<file path="config.mk">
export PLATFORM = sky130hd
export DESIGN_NAME = tga_pixel_stream_decoder_top
export DESIGN_NICKNAME = d
export VERILOG_FILES = /design/src/rtl/tgapsd_pkg.sv /design/src/rtl/tgapsd_front.sv /design/src/rtl/tgapsd_queue.sv /design/src/rtl/tgapsd_back.sv /design/src/rtl/tga_pixel_stream_decoder_top.sv
export SDC_FILE = /design/constraint.sdc
export NUM_CORES = 1
export LEC_CHECK = 0
export BUFFER_PORTS_ARGS = -buffer_cell sky130_fd_sc_hd__clkbuf_2
export CORE_ASPECT_RATIO = 0.75
export CORE_MARGIN = 2
export CORE_UTILIZATION = 25
export CTS_BUF_LIST = sky130_fd_sc_hd__clkbuf_8
export DETAILED_ROUTE_END_ITERATION = 10
export SLEW_MARGIN = 20
export SYNTH_ARGS = -nofsm -noshare
export SYNTH_HDL_FRONTEND = slang
export SYNTH_SLANG_ARGS = --single-unit
</file>
<file path="constraint.sdc">
create_clock -name clk -period 6.4 [get_ports clk]
set_clock_uncertainty 0.2 [all_clocks]
set_input_delay 0.64 -clock clk [delete_from_list [all_inputs] [get_ports clk]]
set_output_delay 0.64 -clock clk [all_outputs]
set_load 0.005 [all_outputs]
</file>
<file path="src/rtl/tgapsd_pkg.sv">
package tgapsd_pkg;

    // image types
    localparam logic [7:0] IMG_RAW_COLOR = 8'd2;
    localparam logic [7:0] IMG_GREY      = 8'd3;
    localparam logic [7:0] IMG_RLE_COLOR = 8'd10;

    // bits per pixel
    localparam logic [7:0] BPP_16 = 8'd16;
    localparam logic [7:0] BPP_24 = 8'd24;
    localparam logic [7:0] BPP_32 = 8'd32;

    // configuration register indexes
    localparam logic [1:0] CFG_IMAGE_TYPE  = 2'd0;
    localparam logic [1:0] CFG_COLOR_BITS  = 2'd1;
    localparam logic [1:0] CFG_PIXEL_COUNT = 2'd2;

    localparam int unsigned CFG_DATA_W    = 25;
    localparam int unsigned QUEUE_DEPTH   = 4;

    // rle packet header
    localparam logic [7:0] RLE_RUN_FLAG = 8'h80;
    localparam logic [7:0] RLE_RUN_BIAS = 8'd127;

    // pixel size codes (bytes per pixel minus one)
    localparam logic [1:0] SIZE_1B = 2'd0;
    localparam logic [1:0] SIZE_2B = 2'd1;
    localparam logic [1:0] SIZE_3B = 2'd2;
    localparam logic [1:0] SIZE_4B = 2'd3;

    localparam logic [4:0] RGB555_MASK = 5'h1F;
    localparam logic [7:0] ALPHA_OPAQUE = 8'hff;

    typedef struct packed {
        logic [7:0] data_byte;
        logic       image_start;
    } tga_in_t;

    typedef struct packed {
        logic [31:0] pixel_argb;
        logic [7:0]  repeat_count;
        logic        image_last;
        logic        overrun_error;
    } tga_out_t;

    // decoded pixel handed from front to back
    typedef struct packed {
        logic [31:0] colour_accum;
        logic [1:0]  size_code;
        logic [7:0]  repeat_count;
        logic        image_last;
        logic        overrun_error;
    } tga_job_t;

    // queue status seen by the top and the back
    typedef struct packed {
        logic full;
        logic empty;
    } tga_queue_status_t;

endpackage

</file>
<file path="src/rtl/tgapsd_front.sv">
module tgapsd_front #(
    parameter int unsigned COUNT_BITS = 25
) (
    input  logic                                 clk,
    input  logic                                 rst_n,
    input  logic                                 cfg_write_en,
    input  logic [1:0]                           cfg_index,
    input  logic [tgapsd_pkg::CFG_DATA_W-1:0]    cfg_data,
    input  logic                                 in_accept,
    input  tgapsd_pkg::tga_in_t                  in_item,
    output logic                                 push,
    output tgapsd_pkg::tga_job_t                 job
);

    localparam int unsigned CMP_W = (COUNT_BITS > 9) ? COUNT_BITS : 9;

    logic [7:0]            image_type_reg;
    logic [7:0]            color_bits_reg;
    logic [COUNT_BITS-1:0] pixel_count_reg;

    logic [COUNT_BITS-1:0] pixels_done_reg, pixels_done_next;
    logic [7:0]            packet_left_reg, packet_left_next;
    logic                  packet_is_run_reg, packet_is_run_next;
    logic [1:0]            byte_phase_reg, byte_phase_next;
    logic [31:0]           colour_accum_reg, colour_accum_next;
    logic                  clip_pending_reg, clip_pending_next;
    logic                  image_done_reg, image_done_next;

    // state as seen by this item, after an image start clears it
    logic [COUNT_BITS-1:0] pd_eff;
    logic [7:0]            pl_eff;
    logic                  run_eff;
    logic [1:0]            phase_eff;
    logic [31:0]           accum_eff;
    logic                  clip_eff;
    logic                  done_eff;

    logic                  mode_ok;
    logic                  coded;
    logic [1:0]            size_code;
    logic [2:0]            nbytes;
    logic [COUNT_BITS-1:0] remaining;
    logic [31:0]           accum_new;
    logic [7:0]            count;
    logic [7:0]            rep;
    logic                  overrun;
    logic                  last;
    logic [8:0]            raw_len;

    // configuration registers
    always_ff @(posedge clk or negedge rst_n)
    begin
        if (!rst_n)
        begin
            image_type_reg  <= tgapsd_pkg::IMG_RAW_COLOR;
            color_bits_reg  <= tgapsd_pkg::BPP_32;
            pixel_count_reg <= '0;
        end
        else if (cfg_write_en)
        begin
            case (cfg_index)
                tgapsd_pkg::CFG_IMAGE_TYPE:  image_type_reg  <= cfg_data[7:0];
                tgapsd_pkg::CFG_COLOR_BITS:  color_bits_reg  <= cfg_data[7:0];
                tgapsd_pkg::CFG_PIXEL_COUNT: pixel_count_reg <= COUNT_BITS'(cfg_data);
                default: ;
            endcase
        end
    end

    // mode classification
    always_comb
    begin
        mode_ok   = 1'b1;
        coded     = 1'b0;
        size_code = tgapsd_pkg::SIZE_4B;
        case (image_type_reg)
            tgapsd_pkg::IMG_GREY:
            begin
                size_code = tgapsd_pkg::SIZE_1B;
            end
            tgapsd_pkg::IMG_RAW_COLOR:
            begin
                case (color_bits_reg)
                    tgapsd_pkg::BPP_16: size_code = tgapsd_pkg::SIZE_2B;
                    tgapsd_pkg::BPP_24: size_code = tgapsd_pkg::SIZE_3B;
                    tgapsd_pkg::BPP_32: size_code = tgapsd_pkg::SIZE_4B;
                    default:            mode_ok   = 1'b0;
                endcase
            end
            tgapsd_pkg::IMG_RLE_COLOR:
            begin
                coded = 1'b1;
                case (color_bits_reg)
                    tgapsd_pkg::BPP_24: size_code = tgapsd_pkg::SIZE_3B;
                    tgapsd_pkg::BPP_32: size_code = tgapsd_pkg::SIZE_4B;
                    default:            mode_ok   = 1'b0;
                endcase
            end
            default:
            begin
                mode_ok = 1'b0;
            end
        endcase
        nbytes = {1'b0, size_code} + 3'd1;
    end

    // per-byte decode and state update
    always_comb
    begin
        pd_eff    = in_item.image_start ? '0     : pixels_done_reg;
        pl_eff    = in_item.image_start ? 8'd0   : packet_left_reg;
        run_eff   = in_item.image_start ? 1'b0   : packet_is_run_reg;
        phase_eff = in_item.image_start ? 2'd0   : byte_phase_reg;
        accum_eff = in_item.image_start ? 32'd0  : colour_accum_reg;
        clip_eff  = in_item.image_start ? 1'b0   : clip_pending_reg;
        done_eff  = in_item.image_start ? 1'b0   : image_done_reg;

        pixels_done_next   = pd_eff;
        packet_left_next   = pl_eff;
        packet_is_run_next = run_eff;
        byte_phase_next    = phase_eff;
        colour_accum_next  = accum_eff;
        clip_pending_next  = clip_eff;
        image_done_next    = done_eff;

        remaining = pixel_count_reg - pd_eff;
        raw_len   = {1'b0, in_item.data_byte} + 9'd1;
        accum_new = ((phase_eff == 2'd0) ? 32'd0 : accum_eff)
                  | (32'(in_item.data_byte) << {phase_eff, 3'b000});
        count     = (coded && run_eff) ? pl_eff : 8'd1;
        overrun   = CMP_W'(count) > CMP_W'(remaining);
        rep       = overrun ? remaining[7:0] : count;
        last      = (pd_eff + COUNT_BITS'(rep)) == pixel_count_reg;

        push = 1'b0;
        job.colour_accum  = accum_new;
        job.size_code     = size_code;
        job.repeat_count  = rep;
        job.image_last    = last;
        job.overrun_error = overrun
                          || (!(coded && (count > 8'd1)) && clip_eff && last);

        if (in_accept && !done_eff)
        begin
            if (pd_eff >= pixel_count_reg)
            begin
                image_done_next = 1'b1;
            end
            else if (mode_ok)
            begin
                if (coded && (pl_eff == 8'd0))
                begin
                    // packet header
                    if (in_item.data_byte < tgapsd_pkg::RLE_RUN_FLAG)
                    begin
                        packet_left_next   = raw_len[7:0];
                        packet_is_run_next = 1'b0;
                        if (CMP_W'(raw_len) > CMP_W'(remaining))
                            clip_pending_next = 1'b1;
                    end
                    else
                    begin
                        packet_left_next   = in_item.data_byte - tgapsd_pkg::RLE_RUN_BIAS;
                        packet_is_run_next = 1'b1;
                    end
                    byte_phase_next   = 2'd0;
                    colour_accum_next = 32'd0;
                end
                else
                begin
                    colour_accum_next = accum_new;
                    if (({1'b0, phase_eff} + 3'd1) < nbytes)
                    begin
                        byte_phase_next = phase_eff + 2'd1;
                    end
                    else
                    begin
                        // pixel complete
                        byte_phase_next = 2'd0;
                        push            = 1'b1;
                        if (coded && run_eff)
                            packet_left_next = 8'd0;
                        else if (coded)
                            packet_left_next = pl_eff - 8'd1;
                        pixels_done_next = pd_eff + COUNT_BITS'(rep);
                        if (last)
                        begin
                            image_done_next   = 1'b1;
                            clip_pending_next = 1'b0;
                        end
                    end
                end
            end
        end
    end

    // decoder state
    always_ff @(posedge clk or negedge rst_n)
    begin
        if (!rst_n)
        begin
            pixels_done_reg   <= '0;
            packet_left_reg   <= 8'd0;
            packet_is_run_reg <= 1'b0;
            byte_phase_reg    <= 2'd0;
            colour_accum_reg  <= 32'd0;
            clip_pending_reg  <= 1'b0;
            image_done_reg    <= 1'b1;
        end
        else if (in_accept)
        begin
            pixels_done_reg   <= pixels_done_next;
            packet_left_reg   <= packet_left_next;
            packet_is_run_reg <= packet_is_run_next;
            byte_phase_reg    <= byte_phase_next;
            colour_accum_reg  <= colour_accum_next;
            clip_pending_reg  <= clip_pending_next;
            image_done_reg    <= image_done_next;
        end
    end

    // a pixel never carries a zero repeat count
    a_rep_nonzero: assert property (@(posedge clk) disable iff (!rst_n)
        push |-> (job.repeat_count != 8'd0))
        else $error("front pushed a pixel with zero repeat count");

    // an overrun is only flagged on the item that completes the image
    a_overrun_last: assert property (@(posedge clk) disable iff (!rst_n)
        (push && job.overrun_error) |-> job.image_last)
        else $error("overrun flagged before the image end");

    // once the last pixel goes out the decoder waits for a new image
    a_last_done: assert property (@(posedge clk) disable iff (!rst_n)
        (push && job.image_last) |=> image_done_reg)
        else $error("image not marked done after its last pixel");

endmodule

</file>
<file path="src/rtl/tgapsd_queue.sv">
module tgapsd_queue (
    input  logic                          clk,
    input  logic                          rst_n,
    input  logic                          push,
    input  tgapsd_pkg::tga_job_t          push_data,
    input  logic                          pop,
    output tgapsd_pkg::tga_job_t          head_data,
    output tgapsd_pkg::tga_queue_status_t status
);

    localparam int unsigned DEPTH = tgapsd_pkg::QUEUE_DEPTH;
    localparam int unsigned PTR_W = $clog2(DEPTH);
    localparam int unsigned CNT_W = $clog2(DEPTH + 1);

    tgapsd_pkg::tga_job_t entries_reg [DEPTH];
    logic [PTR_W-1:0] wr_ptr_reg, wr_ptr_next;
    logic [PTR_W-1:0] rd_ptr_reg, rd_ptr_next;
    logic [CNT_W-1:0] count_reg, count_next;

    // pointer and fill count
    always_comb
    begin
        wr_ptr_next = push ? PTR_W'(wr_ptr_reg + 1'b1) : wr_ptr_reg;
        rd_ptr_next = pop  ? PTR_W'(rd_ptr_reg + 1'b1) : rd_ptr_reg;
        count_next  = count_reg;
        if (push && !pop)
            count_next = count_reg + 1'b1;
        else if (pop && !push)
            count_next = count_reg - 1'b1;
    end

    always_ff @(posedge clk or negedge rst_n)
    begin
        if (!rst_n)
        begin
            wr_ptr_reg <= '0;
            rd_ptr_reg <= '0;
            count_reg  <= '0;
        end
        else
        begin
            wr_ptr_reg <= wr_ptr_next;
            rd_ptr_reg <= rd_ptr_next;
            count_reg  <= count_next;
        end
    end

    // entry storage
    always_ff @(posedge clk)
    begin
        if (push)
            entries_reg[wr_ptr_reg] <= push_data;
    end

    assign head_data    = entries_reg[rd_ptr_reg];
    assign status.full  = (count_reg == CNT_W'(DEPTH));
    assign status.empty = (count_reg == '0);

    a_no_push_full: assert property (@(posedge clk) disable iff (!rst_n)
        push |-> !status.full)
        else $error("push into a full queue");

    a_no_pop_empty: assert property (@(posedge clk) disable iff (!rst_n)
        pop |-> !status.empty)
        else $error("pop from an empty queue");

    a_count_up: assert property (@(posedge clk) disable iff (!rst_n)
        (push && !pop) |=> (count_reg == $past(count_reg) + 1'b1))
        else $error("queue count did not advance on push");

endmodule

</file>
<file path="src/rtl/tgapsd_back.sv">
module tgapsd_back (
    input  logic                          clk,
    input  logic                          rst_n,
    input  tgapsd_pkg::tga_queue_status_t status,
    input  tgapsd_pkg::tga_job_t          head_data,
    output logic                          pop,
    output logic                          out_valid,
    input  logic                          out_stall,
    output tgapsd_pkg::tga_out_t          out_item
);

    logic                 out_valid_reg, out_valid_next;
    tgapsd_pkg::tga_out_t out_item_reg;
    logic [31:0]          argb;
    logic [31:0]          a;

    // take the next pixel when the output register is free or draining
    assign pop = !status.empty && (!out_valid_reg || !out_stall);

    always_comb
    begin
        out_valid_next = out_valid_reg;
        if (pop)
            out_valid_next = 1'b1;
        else if (!out_stall)
            out_valid_next = 1'b0;
    end

    // pixel formatting to argb
    always_comb
    begin
        a = head_data.colour_accum;
        case (head_data.size_code)
            tgapsd_pkg::SIZE_1B:
                argb = {a[7:0], a[7:0], a[7:0], a[7:0]};
            tgapsd_pkg::SIZE_2B:
                argb = {tgapsd_pkg::ALPHA_OPAQUE,
                        a[14:10] & tgapsd_pkg::RGB555_MASK, 3'b000,
                        a[9:5]   & tgapsd_pkg::RGB555_MASK, 3'b000,
                        a[4:0]   & tgapsd_pkg::RGB555_MASK, 3'b000};
            tgapsd_pkg::SIZE_3B:
                argb = {tgapsd_pkg::ALPHA_OPAQUE, a[23:0]};
            default:
                argb = a;
        endcase
    end

    always_ff @(posedge clk or negedge rst_n)
    begin
        if (!rst_n)
            out_valid_reg <= 1'b0;
        else
            out_valid_reg <= out_valid_next;
    end

    always_ff @(posedge clk)
    begin
        if (pop)
        begin
            out_item_reg.pixel_argb    <= argb;
            out_item_reg.repeat_count  <= head_data.repeat_count;
            out_item_reg.image_last    <= head_data.image_last;
            out_item_reg.overrun_error <= head_data.overrun_error;
        end
    end

    assign out_valid = out_valid_reg;
    assign out_item  = out_item_reg;

endmodule

</file>
<file path="src/rtl/tga_pixel_stream_decoder_top.sv">
// TGA pixel stream decoder: takes the pixel bytes that follow a TGA header, one byte per
// item, and emits ARGB pixels with a repeat count (grey, raw 16/24/32-bit and RLE
// 24/32-bit data). While the queue is not full, the front accepts one byte every clock
// with its whole phase, packet and pixel count update done in that cycle, so the sustained
// rate is one byte per clock. Finished pixels go through a four-entry queue to the back,
// which formats ARGB into the output register; a result is written to a queue entry when
// its last byte is accepted and then to the output register. in_stall rises only while the
// queue is full, i.e. after the output side has stalled. Configuration is taken at any cycle
// with cfg_write_en high and should only change while no image is being decoded.
module tga_pixel_stream_decoder_top #(
    parameter int unsigned COUNT_BITS = 25
) (
    input  logic                              clk,
    input  logic                              rst_n,
    input  logic                              cfg_write_en,
    input  logic [1:0]                        cfg_index,
    input  logic [tgapsd_pkg::CFG_DATA_W-1:0] cfg_data,
    input  logic                              in_valid,
    output logic                              in_stall,
    input  tgapsd_pkg::tga_in_t               in_item,
    output logic                              out_valid,
    input  logic                              out_stall,
    output tgapsd_pkg::tga_out_t              out_item
);

    logic                          in_accept;
    logic                          push;
    logic                          pop;
    tgapsd_pkg::tga_job_t          job;
    tgapsd_pkg::tga_job_t          head_data;
    tgapsd_pkg::tga_queue_status_t status;

    assign in_stall  = status.full;
    assign in_accept = in_valid && !status.full;

    tgapsd_front #(
        .COUNT_BITS (COUNT_BITS)
    ) u_front (
        .clk          (clk),
        .rst_n        (rst_n),
        .cfg_write_en (cfg_write_en),
        .cfg_index    (cfg_index),
        .cfg_data     (cfg_data),
        .in_accept    (in_accept),
        .in_item      (in_item),
        .push         (push),
        .job          (job)
    );

    tgapsd_queue u_queue (
        .clk       (clk),
        .rst_n     (rst_n),
        .push      (push),
        .push_data (job),
        .pop       (pop),
        .head_data (head_data),
        .status    (status)
    );

    tgapsd_back u_back (
        .clk       (clk),
        .rst_n     (rst_n),
        .status    (status),
        .head_data (head_data),
        .pop       (pop),
        .out_valid (out_valid),
        .out_stall (out_stall),
        .out_item  (out_item)
    );

endmodule
</file>
# Word level (Yosys, flattened, before mapping)
# Memories as Yosys holds them, arrays and structs flattened.
# Cells that the tools add are included.
dict set report op_classes {
  n_addsub 12
  mul 0
  n_div 0
  order_cmp 6
  eq_ne 13
  n_shift 1
  n_mux 70
  bitwise_logic 1
  n_reduce_logical 31
}
# operator n
set ops {}
lappend ops {{2-to-1 mux 32 bit} 6}
lappend ops {{2-to-1 mux 25 bit} 6}
lappend ops {{case mux 32 bit (3 select lines)} 1}
lappend ops {{2-to-1 mux 8 bit} 11}
lappend ops {{2-to-1 mux 1 bit} 35}
lappend ops {{bitwise OR 32 bit} 1}
lappend ops {{left shift 8 x 5 -> 32 bit} 1}
lappend ops {{adder 25 x 8 -> 25 bit} 1}
lappend ops {{== test 25 bit} 1}
lappend ops {{>= comparator 25 bit} 1}
lappend ops {{> comparator 8 x 25 -> 1 bit} 1}
lappend ops {{> comparator 9 x 25 -> 1 bit} 1}
lappend ops {{subtractor 25 bit} 1}
lappend ops {{== test 8 x 2 -> 1 bit, second input constant} 2}
lappend ops {{== test 8 x 5 -> 1 bit, second input constant} 2}
lappend ops {{2-to-1 mux 2 bit} 6}
lappend ops {{logical AND 1 bit} 10}
lappend ops {{adder 8 x 1 -> 9 bit, second input constant} 1}
lappend ops {{== test 8 x 4 -> 1 bit, second input constant} 1}
lappend ops {{== test 8 x 6 -> 1 bit, second input constant} 1}
lappend ops {{> comparator 8 x 1 -> 1 bit, second input constant} 1}
lappend ops {{logical NOT 1 bit} 8}
lappend ops {{logical NOT 8 bit} 1}
lappend ops {{less-than comparator 8 bit, second input constant} 1}
lappend ops {{other kinds (22)} 33}
dict set report word_totals {
  regBits 161
  latch_bits 0
  ram_bits 176
  romBits 0
  inputBits 41
  out_inout_bits 44
  elab_cells 153
  memories 1
}
# name words word_bits read_ports rd_clocked_by_memory_dff wr line_no
set mem_list {}
lappend mem_list {u_queue.entries_reg 4 44 1 0 1 tgapsd_queue.sv:15} ;# tgapsd_pkg::tga_job_t entries_reg [DEPTH];

# Logic depth before layout (Yosys ltp)
dict set report depth {
  depth_word 14
  mapped_depth 34
}

# By module
# Synthesis repeated with hierarchy kept, for this count alone.
dict set report hier_totals {
  cells_unflattened 1387
  hier_area_um2 17509.3
}
# module n_inst cells_per_inst area_each_um2 seq_area_each_um2
set modules_own_cells {}
lappend modules_own_cells {tgapsd_front 1 1005 8887.3 2781.4}
lappend modules_own_cells {tgapsd_queue 1 264 6805.3 5460.2}
lappend modules_own_cells {tgapsd_back 1 117 1803.0 1286.2}
lappend modules_own_cells {tga_pixel_stream_decoder_top 1 1 13.8 0.0}

# Worst setup path before layout
# OpenSTA, ideal clock, no wires.
dict set report synth_timing {
  kind {input port to flip-flop}
  from {input port in_item[0] (netlist name)}
  to {memory u_queue.entries_reg[0][0] (netlist name), data pin}
  setup_time_ns 0.147
  arrival_time_ns 7.467
  required_ns 6.053
  slack_ns -1.414
  cell_stages 29
  cell_sequence {clkbuf_1 clkbuf_1 clkbuf_1 clkbuf_1 nor2b_1 ha_1 fa_1 nand2b_1 a21oi_1 o21ai_0 o21a_1 a2111oi_2 nand4_1 a2111oi_4 nand3_2 mux2i_1 ha_1 inv_1 fa_1 nand2b_1 a21o_1 o211a_1 clkbuf_1 nor3_1 a21oi_1 a2111oi_0 nand4_1 nor4_2 a41o_1}
}
# item line_no
set synth_rtl {}
lappend synth_rtl {{from (decl)} tga_pixel_stream_decoder_top.sv:20} ;# input tgapsd_pkg::tga_in_t in_item,
lappend synth_rtl {{to (decl)} tgapsd_queue.sv:15}

==> results.yml <==
synthesis:
  netlist.top_cell.by_area: "edfxtp_1"
  synth_seq_cells: 337
  avgSynthCellArea_sq_um: 11.6
  mappedNetlistArea_sq_mm: 0.0178
  synth_edf_count: 218
  synth_area_leaders: "edfxtp_1 (37%), dfrtp_1 (16%), mux4_2 (5.6%)"
  async_flop_share_pct: 35.3
  synth.most_common_cell: "edfxtp_1"
  synth_top_area_share_pct: 36.7
  synth_nets: 1653
  syn_inst: 1542
  ys.flop_type: "edfxtp_1"
  synth.top_cells.by_count: "edfxtp_1 (218), nand2_1 (153), dfrtp_1 (116), o21ai_0 (100), a21oi_1 (94)"
  synth_warnings: 0
  synth_cell_types: 87
  ys_seq_area_share_pct: 53.5
clock_tree:
  cts.sinks: 337
  cts.root.buffer_cell: "clkbuf_8"
  tritoncts: "yes"
  clk_pin_slew_ps: 60
  cts_made_buffers: 59
  insertion_delay_ps: 690
  cts_buffer_depth: 3
  h-tree-depth: 2
sta:
  slew_headroom_pct: 39.8
  setup_violations: 3
  finalSetupTns_ps: -23.8
  slew_viol_final: 0
  worstMarginPinSlew_ps: 902
  finalCritPeriodShare_pct: 100
  rsz0062_at_grt: "true"
  post-route-min-period_ps: 6410
  setup_ws_ps: -8.00
  hold_violations: 0
  hold_slack_ps: 47.4
  fmax_ghz: 0.156
die:
  core_sq_mm: 0.0703
  fp.dieH_um: 235
  die-area_sq_mm: 0.0734
  start_util_pct: 25.3
  num_rows: 84
  ios: 85
  fp.dieW_um: 312
drt:
  vias: 14000
  detail_route.wirelength_mm: 55.2
  drt-initial-drc-count: 1098
  drcViolationCount: 0
  drt_pass1_iterations: 6
  viasPerCell: 4.81
  wl_per_cell_um: 18.9
  antenna_left: 0
layout:
  fill_cells: 6972
  area_growth_pct: 32.5
  final_area_sq_mm: 0.0236
  layout-drive-gt1-share_pct: 34.7
  largest_reg_flops: 176
  multi_input_area_sq_mm: 0.00834
  seq_area_sq_mm: 0.00953
  final_net_count: 2033
global_routing:
  grt_antenna_before_repair: 7
  grt_usage_pct: 14.7
  grt_pass1_wl_mm: 83.9
  grt_pass1_vias: 14000
  grt_start_max_net_pins: 63
  gr-total-overflow: 0
worst_setup_path:
  crit_arrival_ps: 6600
  crit_type: "reg -> reg"
  cp.required_ps: 6600
  critPathTopFamily: "compound AO/OA/AOI/OAI gates"
  cp.buffers_inverters: 5
  crit_fanout: 6
  crit_path_max_incr_delay_ps: 480
  cp_slowest_cell: "a2111oi_4"
  cp_num_cells: 25
  reg2reg_depth: 25
  setup.worst_path.start_class: "register"
  endpoint_kind: "register"
  cpMostUsedCell: "buf_4"
hold_path:
  worstHoldPathCells: 2
  hp-class: "in -> reg"
run_status:
  status: "finished, violations left"
  violations: "setup timing"
placement:
  place_hpwl_mm: 40.3
  gp_congestion: 0.909
  portBuffers: 84
  placed_area_sq_mm: 0.0215
power_and_ir_drop:
  power_density_mw_per_mm2: 298
  peakVddDrop_v: 0.000235
  power_leakage_nw: 9.52
flow_run:
  drv_cap: 0
## what timing repair did
item | 4_1_cts | 5_1_grt
setup buffers | 4 | 15
endpoints found under the hold margin | 70 | 0
hold buffers | 17 | 0
gates resized for setup | 47 | 51
pin swaps | 11 | 27
endpoints found under the setup margin | 11 | 11
## final cells by class
type                            instances  area share (%)
Inverter                               90            1.43
Antenna cell                            1          0.0106
Tap cell                              946            5.01
Clock buffer                           63            3.67
Timing Repair Buffer                  394            12.2
Multi-Input combinational cell       1040            35.3
Sequential cell                       337            40.4
Clock inverter                         47            1.95
## layer usage
| layer | part of all wire [%] | global-route usage (%) | up-vias |
|---|---|---|---|
| met5 | 0.078 | 0 | - |
| met4 | 2.3 | 4.14 | 8 |
| met3 | 7.4 | 3.51 | 95 |
| met2 | 42 | 21.2 | 493 |
| met1 | 48 | 21.8 | 6928 |
| li1 | - | - | 6519 |
## worst reg2reg max path, delay by kind of cell, from the launching register on
| family | cells | cell delay, ps |
|---|---|---|
| buffers and inverters | 5 | 830 |
| adder cells (fa/ha/maj) | 2 | 630 |
| AO/OA/AOI/OAI | 10 | 2360 |
| multiplexers | 2 | 610 |
| flip-flops | 1 | 380 |
| AND/OR/NAND/NOR | 6 | 1110 |
## cell families (layout without fill, tap and decap cells)
family                     after synthesis  count (layout)  share of synthesized area, %
muxes                                  100             100                          9.05
AOI/OAI and AO/OA                      372             372                          13.2
DFF                                    337             337                          53.5
buffers and inverters                  165             594                          3.57
xor gates and xnor gates                63              63                          3.18
other                                    0               1                             0
adders and majority gates               70              70                          5.04
and+or+nand+nor                        435             435                          12.4
## worst paths after layout
check	from	to	slack, ps
max	u_front.pixels_done_reg[6]	u_queue.entries_reg[0][0]	-8
min	cfg_data[9]	u_front.pixel_count_reg[9]	50
max reg2reg	u_front.pixels_done_reg[6]	u_queue.entries_reg[0][0]	-8
min reg2reg	u_front.pixels_done_reg[7]	u_front.pixels_done_reg[7]	290
max in group asynchronous	rst_n	u_queue.rd_ptr_reg[1]	4120
min in group asynchronous	rst_n	u_front.color_bits_reg[2]	390
## metrics by stage
stage                     setup slack [ps]  cells  total power (W)  utilization [%]
after CTS                             4.75   2902          0.00706             33.0
after global routing                  -272   2918          0.00740             33.6
after global placement               -1150   2771          0.00473             30.5
final                                -8.00   2918          0.00704             33.6
after floorplan                       -376   1542          0.00388                -
after detailed placement             -1250   2771          0.00476             30.5
## placed cells by master, fill, tap and decap left out, drive strengths merged, types with 6 or more instances in the layout
cell / netlist / layout
clkbuf: 56 / 146
bufinv: 0 / 8
edfxtp: 218 / 218
or2: 6 / 6
xnor2: 35 / 35
mux2i: 11 / 11
a2111oi: 8 / 8
buf: 19 / 294
nand3: 48 / 48
nor2: 55 / 55
nand2b: 16 / 16
a22oi: 36 / 36
xor2: 27 / 27
dfrtp: 116 / 116
inv: 90 / 102
nor4: 11 / 11
mux4: 44 / 44
a211oi: 10 / 10
nand2: 153 / 153
o21a: 9 / 9
nor3b: 7 / 7
clkinv: 0 / 25
and3: 14 / 14
nor2b: 20 / 20
a22o: 10 / 10
ha: 67 / 67
nand3b: 10 / 10
a21oi: 94 / 94
mux2: 45 / 45
o21ai: 122 / 122
nand4: 16 / 16
or3: 19 / 19
and2: 21 / 21
dlygate4sd3: 0 / 17
o211ai: 12 / 12
a21o: 14 / 14
nor3: 24 / 24
a31oi: 7 / 7
## report_power, final
group | switching [W] | internal (W)
clock network | 0.000972 | 0.00126
registers | 0.000143 | 0.00257
logic | 0.00114 | 0.000950
total | 0.00226 | 0.00478
No activity file was read; power rests on OpenSTA's default activity.
